## src/rtl/hfua_pkg.sv

```systemverilog
`timescale 1ns / 1ps
`default_nettype none
// ----------------------------------------------------------------------------
// hfua_pkg
// Shared types and constants for the H.264 RTP FU-A packetizer.
// ----------------------------------------------------------------------------
package hfua_pkg;

	// Configuration register indexes.
	localparam logic [1:0] CFG_MARKER_DEFAULT = 2'd0;
	localparam logic [1:0] CFG_START_SEQ      = 2'd1;
	localparam logic [1:0] CFG_START_TS       = 2'd2;
	localparam logic [1:0] CFG_TS_STEP        = 2'd3;

	localparam logic [31:0] TS_STEP_RESET = 32'd3600;

	// Header sizes in bytes.
	localparam int unsigned RTP_HDR_BYTES = 12;
	localparam int unsigned FU_HDR_BYTES  = 2;

	// NAL header masks and FU-A codes.
	localparam logic [7:0] NRI_MASK    = 8'he0;
	localparam logic [7:0] TYPE_MASK   = 8'h1f;
	localparam logic [7:0] FUA_TYPE    = 8'd28;
	localparam logic [7:0] FU_START    = 8'h80;
	localparam logic [7:0] FU_END      = 8'h40;

	// Largest fragment count index before the final fragment is forced.
	localparam logic [5:0] MAX_FRAG_IDX = 6'd63;

	typedef enum logic [0:0] {
		ST_IDLE,
		ST_EMIT
	} hfua_state_t;

	// Controller to datapath.
	typedef struct packed {
		logic load;
		logic emit;
	} hfua_cmd_t;

	// Datapath to controller.
	typedef struct packed {
		logic pkt_last;
	} hfua_status_t;

endpackage : hfua_pkg
`default_nettype wire

```

## src/rtl/hfua_ifs.sv

```systemverilog
`timescale 1ns / 1ps
`default_nettype none
// ----------------------------------------------------------------------------
// hfua channel interfaces
// Valid/ready channels for NAL descriptors, packet descriptors and config.
// ----------------------------------------------------------------------------
interface hfua_nal_if;
	logic       valid;
	logic       ready;
	logic [7:0] nal_header;
	logic [15:0] nal_length;

	modport source (output valid, output nal_header, output nal_length, input ready);
	modport sink   (input valid, input nal_header, input nal_length, output ready);
endinterface : hfua_nal_if

interface hfua_pkt_if;
	logic        valid;
	logic        ready;
	logic [15:0] seq_number;
	logic [31:0] timestamp;
	logic        marker;
	logic        is_fragment;
	logic [7:0]  fua_ind;
	logic [7:0]  fua_hdr;
	logic [15:0] payload_offset;
	logic [13:0] payload_length;
	logic [13:0] packet_length;
	logic        last;

	modport source (
		output valid, output seq_number, output timestamp, output marker,
		output is_fragment, output fua_ind, output fua_hdr,
		output payload_offset, output payload_length, output packet_length,
		output last, input ready
	);
	modport sink (
		input valid, input seq_number, input timestamp, input marker,
		input is_fragment, input fua_ind, input fua_hdr,
		input payload_offset, input payload_length, input packet_length,
		input last, output ready
	);
endinterface : hfua_pkt_if

interface hfua_cfg_if;
	logic        valid;
	logic        ready;
	logic [1:0]  index;
	logic [31:0] data;

	modport source (output valid, output index, output data, input ready);
	modport sink   (input valid, input index, input data, output ready);
endinterface : hfua_cfg_if
`default_nettype wire

```

## src/rtl/h264_rtp_fua_packetizer_unit.sv

```systemverilog
`timescale 1ns / 1ps
`default_nettype none
// ----------------------------------------------------------------------------
// h264_rtp_fua_packetizer_unit
// RTP packet descriptors (single NAL or FU-A fragments) for H.264 NAL units.
// ----------------------------------------------------------------------------
// One beat on nal_in describes a NAL unit by its header byte and its length.
// The block answers with one or more packet descriptor beats on pkt_out, in
// order, the last one flagged by last. A NAL of at most PACKET_BYTES-12 bytes
// becomes one single-NAL packet with the marker set; a longer one loses its
// header byte and is cut into FU-A fragments of PACKET_BYTES-14 payload bytes,
// the final fragment carrying the rest and the marker, the others carrying
// marker_default. Every packet takes the running sequence number, which then
// steps by one; all packets of a NAL share the running timestamp, which steps
// by ts_step after the NAL. A NAL is taken in while the block is idle; its
// packets (1 to 64 of them) are then issued in turn by the controller's emit
// sequencer into the single packet output register, one packet per free
// slot. The next NAL is taken while the final packet still waits on
// pkt_out. Configuration writes on cfg are always accepted and are to be
// issued only while the block is idle; a write to start_seq or start_ts loads
// the sequence or timestamp counter directly.
// ----------------------------------------------------------------------------
module h264_rtp_fua_packetizer_unit #(
	parameter int unsigned PACKET_BYTES = 1400
) (
	input  wire logic  clk,
	input  wire logic  arst_n,
	hfua_nal_if.sink   nal_in,
	hfua_pkt_if.source pkt_out,
	hfua_cfg_if.sink   cfg
);
	import hfua_pkg::*;

	hfua_cmd_t    cmd;
	hfua_status_t status;

	// The config channel never stalls.
	assign cfg.ready = 1'b1;

	hfua_ctrl u_ctrl (
		.clk       (clk),
		.arst_n    (arst_n),
		.in_valid  (nal_in.valid),
		.in_ready  (nal_in.ready),
		.out_valid (pkt_out.valid),
		.out_ready (pkt_out.ready),
		.cmd       (cmd),
		.status    (status)
	);

	hfua_datapath #(
		.PACKET_BYTES (PACKET_BYTES)
	) u_datapath (
		.clk            (clk),
		.arst_n         (arst_n),
		.cmd            (cmd),
		.status         (status),
		.nal_header     (nal_in.nal_header),
		.nal_length     (nal_in.nal_length),
		.cfg_we         (cfg.valid),
		.cfg_index      (cfg.index),
		.cfg_data       (cfg.data),
		.seq_number     (pkt_out.seq_number),
		.timestamp      (pkt_out.timestamp),
		.marker         (pkt_out.marker),
		.is_fragment    (pkt_out.is_fragment),
		.fua_ind        (pkt_out.fua_ind),
		.fua_hdr        (pkt_out.fua_hdr),
		.payload_offset (pkt_out.payload_offset),
		.payload_length (pkt_out.payload_length),
		.packet_length  (pkt_out.packet_length),
		.last           (pkt_out.last)
	);

endmodule : h264_rtp_fua_packetizer_unit
`default_nettype wire

```

## src/rtl/hfua_ctrl.sv

```systemverilog
`timescale 1ns / 1ps
`default_nettype none
// ----------------------------------------------------------------------------
// hfua_ctrl
// Sequencer: takes one NAL descriptor, then issues one packet per free slot.
// ----------------------------------------------------------------------------
module hfua_ctrl (
	input  wire logic                  clk,
	input  wire logic                  arst_n,
	input  wire logic                  in_valid,
	output logic                       in_ready,
	output logic                       out_valid,
	input  wire logic                  out_ready,
	output hfua_pkg::hfua_cmd_t        cmd,
	input  wire hfua_pkg::hfua_status_t status
);
	import hfua_pkg::*;

	hfua_state_t state_q, state_d;
	logic        out_valid_q;
	logic        slot_free;

	assign slot_free = !out_valid_q || out_ready;

	always_comb begin
		state_d = state_q;
		unique case (state_q)
			ST_IDLE: begin
				if (in_valid) state_d = ST_EMIT;
			end
			ST_EMIT: begin
				if (slot_free && status.pkt_last) state_d = ST_IDLE;
			end
			default: state_d = ST_IDLE;
		endcase
	end

	always_comb begin
		in_ready = 1'b0;
		cmd.load = 1'b0;
		cmd.emit = 1'b0;
		unique case (state_q)
			ST_IDLE: begin
				in_ready = 1'b1;
				cmd.load = in_valid;
			end
			ST_EMIT: begin
				cmd.emit = slot_free;
			end
			default: ;
		endcase
	end

	always_ff @(posedge clk or negedge arst_n) begin
		if (!arst_n) begin
			state_q     <= ST_IDLE;
			out_valid_q <= 1'b0;
		end else begin
			state_q <= state_d;
			if (cmd.emit) out_valid_q <= 1'b1;
			else if (out_ready) out_valid_q <= 1'b0;
		end
	end

	assign out_valid = out_valid_q;

endmodule : hfua_ctrl
`default_nettype wire

```

## src/rtl/hfua_datapath.sv

```systemverilog
`timescale 1ns / 1ps
`default_nettype none
// ----------------------------------------------------------------------------
// hfua_datapath
// Counters, config registers, fragment state and the packet output register.
// ----------------------------------------------------------------------------
module hfua_datapath #(
	parameter int unsigned PACKET_BYTES = 1400
) (
	input  wire logic                   clk,
	input  wire logic                   arst_n,
	input  wire hfua_pkg::hfua_cmd_t    cmd,
	output hfua_pkg::hfua_status_t      status,
	input  wire logic [7:0]             nal_header,
	input  wire logic [15:0]            nal_length,
	input  wire logic                   cfg_we,
	input  wire logic [1:0]             cfg_index,
	input  wire logic [31:0]            cfg_data,
	output logic [15:0]                 seq_number,
	output logic [31:0]                 timestamp,
	output logic                        marker,
	output logic                        is_fragment,
	output logic [7:0]                  fua_ind,
	output logic [7:0]                  fua_hdr,
	output logic [15:0]                 payload_offset,
	output logic [13:0]                 payload_length,
	output logic [13:0]                 packet_length,
	output logic                        last
);
	import hfua_pkg::*;

	localparam logic [15:0] SINGLE_MAX = 16'(PACKET_BYTES - RTP_HDR_BYTES);
	localparam logic [13:0] FRAG       = 14'(PACKET_BYTES - RTP_HDR_BYTES - FU_HDR_BYTES);
	localparam logic [13:0] PKT_FULL   = 14'(PACKET_BYTES);
	localparam logic [13:0] RTP_LEN    = 14'(RTP_HDR_BYTES);
	localparam logic [13:0] FUA_LEN    = 14'(RTP_HDR_BYTES + FU_HDR_BYTES);

	logic        marker_default_q;
	logic [31:0] ts_step_q;
	logic [15:0] next_seq_q;
	logic [31:0] next_ts_q;

	logic [7:0]  hdr_q;
	logic        single_q;
	logic [15:0] rest_q;
	logic [15:0] off_q;
	logic [5:0]  cnt_q;
	logic        first_q;

	logic        more_frag;
	logic        frag_last;
	logic        pkt_last;
	logic [7:0]  indicator;
	logic [7:0]  nal_type;

	assign more_frag = (rest_q > {2'b00, FRAG}) && (cnt_q != MAX_FRAG_IDX);
	assign frag_last = !first_q && !more_frag;
	assign pkt_last  = single_q || frag_last;
	assign indicator = (hdr_q & NRI_MASK) | FUA_TYPE;
	assign nal_type  = hdr_q & TYPE_MASK;
	assign status.pkt_last = pkt_last;

	// Counters, config regs. User writes must come only while idle; unchecked.
	always_ff @(posedge clk or negedge arst_n) begin
		if (!arst_n) begin
			marker_default_q <= 1'b0;
			ts_step_q        <= TS_STEP_RESET;
			next_seq_q       <= '0;
			next_ts_q        <= '0;
		end else begin
			if (cmd.emit) begin
				next_seq_q <= next_seq_q + 16'd1;
				if (pkt_last) next_ts_q <= next_ts_q + ts_step_q;
			end else if (cfg_we) begin
				unique case (cfg_index)
					CFG_MARKER_DEFAULT: marker_default_q <= cfg_data[0];
					CFG_START_SEQ:      next_seq_q       <= cfg_data[15:0];
					CFG_START_TS:       next_ts_q        <= cfg_data;
					CFG_TS_STEP:        ts_step_q        <= cfg_data;
					default: ;
				endcase
			end
		end
	end

	// Per-NAL fragment state.
	always_ff @(posedge clk) begin
		if (cmd.load) begin
			hdr_q    <= nal_header;
			single_q <= (nal_length <= SINGLE_MAX);
			rest_q   <= (nal_length <= SINGLE_MAX) ? nal_length : nal_length - 16'd1;
			off_q    <= 16'd1;
			cnt_q    <= '0;
			first_q  <= 1'b1;
		end else if (cmd.emit) begin
			rest_q  <= rest_q - {2'b00, FRAG};
			off_q   <= off_q + {2'b00, FRAG};
			cnt_q   <= cnt_q + 6'd1;
			first_q <= 1'b0;
		end
	end

	// Packet descriptor output register.
	always_ff @(posedge clk) begin
		if (cmd.emit) begin
			seq_number <= next_seq_q;
			timestamp  <= next_ts_q;
			if (single_q) begin
				marker         <= 1'b1;
				is_fragment    <= 1'b0;
				fua_ind        <= '0;
				fua_hdr        <= '0;
				payload_offset <= '0;
				payload_length <= rest_q[13:0];
				packet_length  <= rest_q[13:0] + RTP_LEN;
				last           <= 1'b1;
			end else if (frag_last) begin
				marker         <= 1'b1;
				is_fragment    <= 1'b1;
				fua_ind        <= indicator;
				fua_hdr        <= nal_type | FU_END;
				payload_offset <= off_q;
				payload_length <= rest_q[13:0];
				packet_length  <= rest_q[13:0] + FUA_LEN;
				last           <= 1'b1;
			end else begin
				marker         <= marker_default_q;
				is_fragment    <= 1'b1;
				fua_ind        <= indicator;
				fua_hdr        <= first_q ? (nal_type | FU_START) : nal_type;
				payload_offset <= off_q;
				payload_length <= FRAG;
				packet_length  <= PKT_FULL;
				last           <= 1'b0;
			end
		end
	end

endmodule : hfua_datapath
`default_nettype wire

```

## src/flat_wrapper.sv

```systemverilog
// flat-port wrapper written by rule: the top's interface ports become plain ports
module h264_rtp_fua_packetizer_unit_flat import hfua_pkg::*;
#(
	parameter int unsigned PACKET_BYTES = 1400
)
  (clk, arst_n, nal_in_valid, nal_in_nal_header, nal_in_nal_length, nal_in_ready, pkt_out_valid, pkt_out_seq_number, pkt_out_timestamp, pkt_out_marker, pkt_out_is_fragment, pkt_out_fua_ind, pkt_out_fua_hdr, pkt_out_payload_offset, pkt_out_payload_length, pkt_out_packet_length, pkt_out_last, pkt_out_ready, cfg_valid, cfg_index, cfg_data, cfg_ready);
  hfua_nal_if nal_in_i ();
  hfua_pkt_if pkt_out_i ();
  hfua_cfg_if cfg_i ();
  input  wire logic clk;
  input  wire logic arst_n;
  input wire logic [$bits(nal_in_i.valid)-1:0] nal_in_valid;
  input wire logic [$bits(nal_in_i.nal_header)-1:0] nal_in_nal_header;
  input wire logic [$bits(nal_in_i.nal_length)-1:0] nal_in_nal_length;
  output wire logic [$bits(nal_in_i.ready)-1:0] nal_in_ready;
  output wire logic [$bits(pkt_out_i.valid)-1:0] pkt_out_valid;
  output wire logic [$bits(pkt_out_i.seq_number)-1:0] pkt_out_seq_number;
  output wire logic [$bits(pkt_out_i.timestamp)-1:0] pkt_out_timestamp;
  output wire logic [$bits(pkt_out_i.marker)-1:0] pkt_out_marker;
  output wire logic [$bits(pkt_out_i.is_fragment)-1:0] pkt_out_is_fragment;
  output wire logic [$bits(pkt_out_i.fua_ind)-1:0] pkt_out_fua_ind;
  output wire logic [$bits(pkt_out_i.fua_hdr)-1:0] pkt_out_fua_hdr;
  output wire logic [$bits(pkt_out_i.payload_offset)-1:0] pkt_out_payload_offset;
  output wire logic [$bits(pkt_out_i.payload_length)-1:0] pkt_out_payload_length;
  output wire logic [$bits(pkt_out_i.packet_length)-1:0] pkt_out_packet_length;
  output wire logic [$bits(pkt_out_i.last)-1:0] pkt_out_last;
  input wire logic [$bits(pkt_out_i.ready)-1:0] pkt_out_ready;
  input wire logic [$bits(cfg_i.valid)-1:0] cfg_valid;
  input wire logic [$bits(cfg_i.index)-1:0] cfg_index;
  input wire logic [$bits(cfg_i.data)-1:0] cfg_data;
  output wire logic [$bits(cfg_i.ready)-1:0] cfg_ready;
  assign nal_in_i.valid = nal_in_valid;
  assign nal_in_i.nal_header = nal_in_nal_header;
  assign nal_in_i.nal_length = nal_in_nal_length;
  assign nal_in_ready = nal_in_i.ready;
  assign pkt_out_valid = pkt_out_i.valid;
  assign pkt_out_seq_number = pkt_out_i.seq_number;
  assign pkt_out_timestamp = pkt_out_i.timestamp;
  assign pkt_out_marker = pkt_out_i.marker;
  assign pkt_out_is_fragment = pkt_out_i.is_fragment;
  assign pkt_out_fua_ind = pkt_out_i.fua_ind;
  assign pkt_out_fua_hdr = pkt_out_i.fua_hdr;
  assign pkt_out_payload_offset = pkt_out_i.payload_offset;
  assign pkt_out_payload_length = pkt_out_i.payload_length;
  assign pkt_out_packet_length = pkt_out_i.packet_length;
  assign pkt_out_last = pkt_out_i.last;
  assign pkt_out_i.ready = pkt_out_ready;
  assign cfg_i.valid = cfg_valid;
  assign cfg_i.index = cfg_index;
  assign cfg_i.data = cfg_data;
  assign cfg_ready = cfg_i.ready;
  h264_rtp_fua_packetizer_unit #(.PACKET_BYTES(PACKET_BYTES)) u_core (.clk(clk), .arst_n(arst_n), .nal_in(nal_in_i), .pkt_out(pkt_out_i), .cfg(cfg_i));
endmodule
```

## config.mk

```make
export PLATFORM = sky130hd
export DESIGN_NAME = h264_rtp_fua_packetizer_unit_flat
export DESIGN_NICKNAME = d
export VERILOG_FILES = /design/src/rtl/hfua_pkg.sv /design/src/rtl/hfua_ifs.sv /design/src/rtl/h264_rtp_fua_packetizer_unit.sv /design/src/rtl/hfua_ctrl.sv /design/src/rtl/hfua_datapath.sv /design/src/flat_wrapper.sv
export SDC_FILE = /design/constraint.sdc
export NUM_CORES = 1
export LEC_CHECK = 0
export ABC_AREA = 1
export BUFFER_PORTS_ARGS = -buffer_cell sky130_fd_sc_hd__buf_2
export CORE_MARGIN = 2
export CORE_UTILIZATION = 50
export DETAILED_ROUTE_END_ITERATION = 6
export PLACE_DENSITY_LB_ADDON = 0.25
export SYNTH_ARGS = -nofsm -noshare
export SYNTH_HDL_FRONTEND = slang
export SYNTH_SLANG_ARGS = --single-unit
```

## constraint.sdc

```tcl
create_clock -name clk -period 4 [get_ports clk]
set_input_delay 0.4 -clock clk [delete_from_list [all_inputs] [get_ports clk]]
set_output_delay 0.4 -clock clk [all_outputs]
set_load 0.005 [all_outputs]
```

==> flow_summary_export.csv, run 1 <==
group,metric,value,unit
power_and_ir_drop,cellPowerDensity,761,nW/um^2
clocking,tritoncts,"yes",
sta,maxSlewViolCount,0,
sta,layout_min_cycle_time,2.70,ns
route,vias,10700,
floorplanning,coreArea,25200,sq um
clocking,post_cts_buffers,0,
sta,fin_crit_sh,67.6,%
yosys,ys_seq_area_share,50.0,%
critical_path,required,4.47,ns
sta,fin_skew,0.0147,ns
route,wl,31400,um
clocking,cts_resized,0,
cells_and_area,area_growth,15.4,%
clocking,cts_made_buffers,25,
cells_and_area,fin_util,58.6,%
clocking,clk_pin_slew_worst_paths,0.06,ns
clocking,cts_buffer_depth,3,
worst_hold_path,hp-start,"nal_in_nal_header[6]",
critical_path,crit_slowest_cell,"inv_4",
power_and_ir_drop,vdd_ir_drop_max,0.395,mV
route,via_per_inst,5.11,
place,place.gp.congestion,0.922,
critical_path,critPathKind,"flop to flop",
clocking,clk_latency,0.54,ns
flow_run,cap_violations,0,
clocking,htree_levels,1,
yosys,syn_area_per_cell,8.05,sq um
place,dpl.hpwl,22700,um
sta,hold_viol_final,0,
cells_and_area,num_antenna_cells,0,
yosys,yosys_register_bits,234,
route,post_drt_wl_per_cell,14.9,um
route,ant_nets,0,
yosys,synth.distinct_cells,48,
critical_path,worstPathArrival,3.18,ns
floorplanning,dieArea,26900,sq um
critical_path,worst_setup_path_end_kind,"flop",
sta,fmax,370,MHz
sta,final.setup.tns,0,ns
place,portBuffers,172,
global_routing,grt_antenna_before_repair,0,
critical_path,worstReg2RegStart,"u_core.u_datapath.rest_q[2]",
route,drt-initial-drc-count,846,
cells_and_area,layout-drive-gt1-share,14.9,%
floorplanning,pin_count,177,
critical_path,crit_top_cell,"nand2_1",
global_routing,groute.usage.overall,23.2,%
global_routing,grt-ovfl-total,0,
critical_path,worstPathMaxFanout,33,
route,drc,0,
floorplanning,start_util,50.8,%
worst_hold_path,hp-class,"input pin to flop",
run_status,status,"finished clean",
power_and_ir_drop,p_leak,7.26,nW
sta,max-slew-margin-rel,30.3,%
yosys,synthesis.area,12800,sq um
yosys,synthCells,1589,
cells_and_area,nets,1855,
sta,finalSetupViolCount,0,
route,firstDrtPassIters,5,
global_routing,grt_pass1_wl,49700,um
clocking,cts.sinks,234,
critical_path,critPathLaunchType,"flop",
global_routing,grt_max_degree,73,
critical_path,worstSetupStartpoint,"u_core.u_datapath.rest_q[2]",
floorplanning,die_w,164,um
floorplanning,dieHeight,164,um
critical_path,slowest_delay,0.43,ns
critical_path,path_cells,"inv_1 > ha_1 > nand2_1 > nand2_1 > nor2_1 > nor2_2 > nand2_1 > nand2_1 > nand3_1 > nand2_2 > nand2_2 > nand2_2 > nand2_4 > inv_4 > nand2_1 > nand2_1",
floorplanning,rows,58,
sta,rsz0062_at_grt,"false",
clocking,root_buffer,"clkbuf_16",
global_routing,grt_pass1_vias,10100,
yosys,yosysWarnings,0,
sta,worst_pin_slew,1.04,ns
-- cells by family after synthesis --
| kind of cell | Yosys count | share of synthesized area (%) |
|---|---|---|
| compound gates | 196 | 8.51 |
| fa+ha+maj | 41 | 4.07 |
| buf+inv | 260 | 8.18 |
| mux | 19 | 1.67 |
| flops | 234 | 50.0 |
| other cells | 2 | 0.0587 |
| xor+xnor | 31 | 2.12 |
| simple gates | 806 | 25.4 |
-- per-layer routing --
layer	vias to the layer above	global-route usage [%]	routed length [um]
li1	5460	-	-
met1	4914	31.5	14400
met2	295	38.2	14300
met3	71	3.46	1730
met4	0	7.54	975
met5	-	0	0
-- critical path, delay by kind of cell, from the launching register on --
family	cells	cell delay, ns
AND/OR/NAND/NOR	13	1.41
flip-flops	1	0.41
adder cells (fa/ha/maj)	1	0.18
buffers and inverters	2	0.63
-- through the flow --
step	worst slack (ns)	cell area [sq um]	instances	hold WS, ns	total power (W)
3_3_place_gp	1.37	13900	2053	0.440	0.00871
2_1_floorplan	1.15	12800	1591	0.104	0.00744
6_report	1.30	14800	2100	0.0427	0.0112
4_1_cts	1.26	14800	2100	0.0260	0.0113
5_1_grt	0.976	14800	2100	0.0280	0.0122
3_5_place_dp	1.28	13900	2053	0.446	0.00883
-- flip-flops by register name, summed over array words and instances (netlist names) --
register,cells
u_core.u_datapath.marker_default_q,1
u_core.u_datapath.next_ts_q,32
u_core.u_datapath.timestamp,32
u_core.u_datapath.packet_length,13
u_core.u_datapath.seq_number,16
u_core.u_datapath.first_q,1
u_core.u_datapath.off_q,15
u_core.u_ctrl.state_q,1
u_core.u_datapath.payload_offset,16
u_core.u_datapath.next_seq_q,16
u_core.u_ctrl.out_valid,1
u_core.u_datapath.marker,1
u_core.u_datapath.ts_step_q,32
u_core.u_datapath.single_q,1
u_core.u_datapath.fua_hdr,7
u_core.u_datapath.payload_length,14
u_core.u_datapath.hdr_q,8
u_core.u_datapath.cnt_q,6
u_core.u_datapath.fua_ind,4
u_core.u_datapath.last,1
u_core.u_datapath.rest_q,16
-- layout by cell type (no fill, tap or decap), types with 7 or more instances in the layout --
cell and instances:
ha_1 40, mux2_2 19, o211ai_1 7, nor3_1 23, xor2_1 20, a21oi_1 66, nand2_1 520, nand4_1 8
dfxtp_1 22, xnor2_1 11, o21ai_0 85, inv_1 207, buf_2 171, nand3_1 86, dfrtp_1 79, clkbuf_16 26
edfxtp_1 129, buf_4 7, nor2_1 147, o22ai_1 7
-- power by group --
| part | switching (W) | total [W] | leakage [nW] | internal, W |
|---|---|---|---|---|
| Combinational | 0.00294 | 0.00458 | 4.38 | 0.00163 |
| Sequential | 0.000608 | 0.00425 | 2.46 | 0.00364 |
| Clock | 0.000958 | 0.00240 | 0.416 | 0.00145 |
-- cells in the mapped netlist, drive strengths merged --
cell	n	share of area, %
a22oi	5	0.29
fa	1	0.16
nor2	150	4.4
dfstp	4	0.82
a31oi	6	0.29
nor4	1	0.049
and2	1	0.049
or2	4	0.20
inv	213	6.3
conb	2	0.059
clkbuf	21	0.62
a21o	2	0.12
nand4	8	0.39
a21boi	1	0.059
dfrtp	79	15
nor3	23	0.90
a32oi	2	0.14
ha	40	3.9
a21oi	66	2.6
a31o	2	0.14
buf	25	1.3
o311ai	5	0.34
o21ai	85	3.3
nand3	87	3.4
nand2	527	16
xnor2	11	0.75
and3	2	0.098
nand3b	2	0.12
edfxtp	129	30
o21bai	6	0.35
nor3b	1	0.059
dfxtp	22	3.4
xor2	20	1.4
o211ai	7	0.41
clkinv	1	0.029
mux2	19	1.7
o22ai	7	0.34
o31ai	2	0.12
-- final timing paths --
kind                                                   endpoint  slack [ns]  cells past startpoint
worst max-delay path            u_core.u_datapath.next_ts_q[23]        1.30                     16
worst min-delay path                 u_core.u_datapath.hdr_q[6]        0.04                      1
worst max register to register  u_core.u_datapath.next_ts_q[23]        1.30                     16
worst min register to register      u_core.u_datapath.off_q[12]        0.47                      2
max in group asynchronous        u_core.u_datapath.ts_step_q[9]        2.64                      3
min in group asynchronous       u_core.u_datapath.ts_step_q[31]        0.41                      2
-- final cells by class --
type / instances / area, sq um
well taps: 330 / 413
flip-flops and latches: 234 / 6400
clock buffers: 34 / 711
multi-input cells: 1097 / 5360
inverters: 214 / 811
clock inverters: 12 / 151
fillers: 2301 / 10400
repair buffers: 179 / 918
-- what timing repair did --
| action | 4_1_cts | 5_1_grt |
|---|---|---|
| hold endpoints to repair | 44 | 0 |
| hold buffers | 1 | 0 |
| endpoints found under the setup margin | 0 | 0 |
No activity file was read; power rests on OpenSTA's default activity.
==> run 2: changes to the inputs <==
clock period = 2.34 ns   (was 4 ns; I/O delays follow)
==> run 2 against run 1 <==
Compared with the run above:
- count of clock-buffer cells in the layout is 3 higher
- power is 69% higher
- maximum frequency is 24% higher
- largest cell class unchanged
- highest routed layer is now met5
==> flow_summary_export.csv, run 2 (synthesis results as in run 1) <==
group,metric,value,unit
critical_path,worstSetupStartpoint,"u_core.u_datapath.next_ts_q[0]",
power_and_ir_drop,power.switching,0.00776,W
floorplanning,dieArea,26900,sq um
sta,layout_min_cycle_time,2.18,ns
power_and_ir_drop,combPwrFrac,42.8,%
route,post_drt_wl_per_cell,14.9,um
critical_path,critPathKind,"flop to flop",
critical_path,crit_top_cell,"nand2_1",
cells_and_area,nets,1900,
global_routing,grt_antenna_before_repair,1,
cells_and_area,top_regs,"u_core.u_datapath.next_ts_q: 32 flops, u_core.u_datapath.timestamp: 32 flops, u_core.u_datapath.ts_step_q: 32 flops",
place,portBuffers,172,
clocking,cts_buffer_depth,3,
critical_path,worstReg2RegStart,"u_core.u_datapath.next_ts_q[0]",
sta,maxSlewViolCount,0,
route,firstDrtPassIters,7,
flow_run,cap_violations,0,
cells_and_area,layout-drive-gt1-share,15.2,%
sta,worst_pin_slew,0.578,ns
critical_path,worstPathArrival,2.60,ns
sta,fmax,458,MHz
route,drt-initial-drc-count,826,
power_and_ir_drop,clkPwrFrac,19.3,%
cells_and_area,num_antenna_cells,0,
power_and_ir_drop,vdd_ir_drop_max,0.717,mV
power_and_ir_drop,p_leak,7.43,nW
global_routing,groute.usage.overall,23.7,%
critical_path,crit_slowest_cell,"dfrtp_1",
floorplanning,pin_count,177,
clocking,clk_pin_slew_worst_paths,0.06,ns
global_routing,grt_pass1_wl,51200,um
critical_path,timing.rr.end,"u_core.u_datapath.next_ts_q[14]",
global_routing,use_met1,32.6,%
global_routing,grt-ovfl-total,0,
run_status,status,"finished clean",
route,drc,0,
clocking,post_cts_buffers,0,
clocking,tritoncts,"yes",
route,via_per_inst,5.13,
sta,fin_skew,0.0133,ns
global_routing,grt_pass1_vias,10300,
cells_and_area,final_common_cell,"nand2_1",
sta,hold_viol_final,0,
critical_path,critPathBufInv,0,
cells_and_area,fillers,2266,
critical_path,path_cells,"ha_1 > fa_2 > nand2_1 > nand3_1 > nand2_1 > nand2_1 > o21ai_0 > nand2_1 > nand2_1 > nand2_1",
global_routing,grt_max_degree,90,
route,vias,11000,
critical_path,critPathLaunchType,"flop",
critical_path,worstPathMaxFanout,4,
sta,rsz0062_at_grt,"true",
cells_and_area,area_growth,18.5,%
critical_path,crit_end,"u_core.u_datapath.next_ts_q[14]",
global_routing,grt.busiest_layer,"met2",
sta,final.setup.tns,0,ns
worst_hold_path,hp-class,"input pin to flop",
power_and_ir_drop,cellPowerDensity,1250,nW/um^2
sta,holdWs,0.0307,ns
power_and_ir_drop,swShare,40.8,%
floorplanning,coreArea,25200,sq um
critical_path,worst_setup_path_end_kind,"flop",
clocking,cts_made_buffers,25,
critical_path,r2r_setup_slack,0.16,ns
global_routing,grtUsageMet3,3.94,%
clocking,cts.sinks,234,
place,dpl.hpwl,23200,um
critical_path,required,2.76,ns
cells_and_area,fin_util,60.2,%
critical_path,path_delay_family,"simple AND/OR/NAND/NOR gates",
sta,max-slew-margin-rel,61.2,%
clocking,htree_levels,1,
floorplanning,die_w,164,um
floorplanning,dieHeight,164,um
sta,finalSetupViolCount,0,
critical_path,cp.depth,10,
floorplanning,start_util,50.8,%
clocking,root_buffer,"clkbuf_16",
cells_and_area,layout_common_cells,"519 x nand2_1, 206 x inv_1, 171 x buf_2",
route,wl,31900,um
floorplanning,rows,58,
place,place.gp.congestion,0.903,
route,ant_nets,0,
power_and_ir_drop,power.internal,0.0112,W
global_routing,met2_usage,38.7,%
clocking,clk_latency,0.53,ns
critical_path,reg2reg_depth,10,
sta,fin_crit_sh,93.3,%
power_and_ir_drop,power_frac_seq,37.9,%
critical_path,slowest_delay,0.40,ns
==> run 2: cell count changes in the layout (fill, tap and decap cells not counted), moves of 3 or more <==
cell	before	now
buf_12	0	4
buf_4	7	15
bufinv_16	3	0
clkbuf_1	5	9
dlygate4sd3_1	1	33
==> run 2: power groups by stage <==
stage	logic (W)	clock network (W)	registers [W]
floorplan	0.00564	0	0.00706
CTS	0.00810	0.00375	0.00720
finish	0.00813	0.00366	0.00721
global placement	0.00786	0	0.00721
global route	0.00932	0.00390	0.00739
detailed placement	0.00801	0	0.00725
==> run 2: what timing repair did <==
action	CTS	global route
hold buffers	33	0
setup endpoints to repair	0	16
hold endpoints to repair	68	0
gates resized for setup	0	8
==> run 2: worst min path at each step <==
stage | to | slack (ns) | cells after the start | start
detailed placement | u_core.u_datapath.ts_step_q[31] | 0.26 | 1 | arst_n
global route | u_core.u_datapath.ts_step_q[18] | 0.03 | 3 | cfg_data[18]
global placement | u_core.u_datapath.ts_step_q[31] | 0.25 | 1 | arst_n
CTS | u_core.u_datapath.ts_step_q[18] | 0.01 | 3 | cfg_data[18]
finish | u_core.u_datapath.ts_step_q[18] | 0.03 | 3 | cfg_data[18]
floorplan | u_core.u_ctrl.out_valid | -0.06 | 0 | arst_n
==> run 2: per-stage QoR <==
stage / std cells / area (sq um) / total power (W) / setup WS (ns)
global placement: 2066 / 14000 / 0.0151 / 0.151
CTS: 2145 / 15100 / 0.0190 / 0.106
detailed placement: 2066 / 14000 / 0.0153 / 0.106
finish: 2145 / 15200 / 0.0190 / 0.156
floorplan: 1591 / 12800 / 0.0127 / 0.102
global route: 2145 / 15200 / 0.0206 / 0.0121
==> run 2: tightest hold or removal path: stages <==
cell and delay, ns:
buf_2 0.11, inv_1 0.07, o21ai_0 0.09
==> run 2: final cells by class <==
type / count / area, sq um / area share (%)
flip-flops and latches: 234 / 6400 / 42.2
multi-input cells: 1097 / 5380 / 35.5
repair buffers: 224 / 1390 / 9.17
inverters: 214 / 815 / 5.38
clock buffers: 37 / 701 / 4.62
well taps: 330 / 413 / 2.72
clock inverters: 9 / 55.1 / 0.363
==> run 2: per-layer routing <==
| metal | routed length, um | vias up |
|---|---|---|
| li1 | - | 5541 |
| met2 | 14400 | 340 |
| met4 | 880 | 2 |
| met5 | 11 | - |
| met3 | 2030 | 71 |
| met1 | 14600 | 5043 |
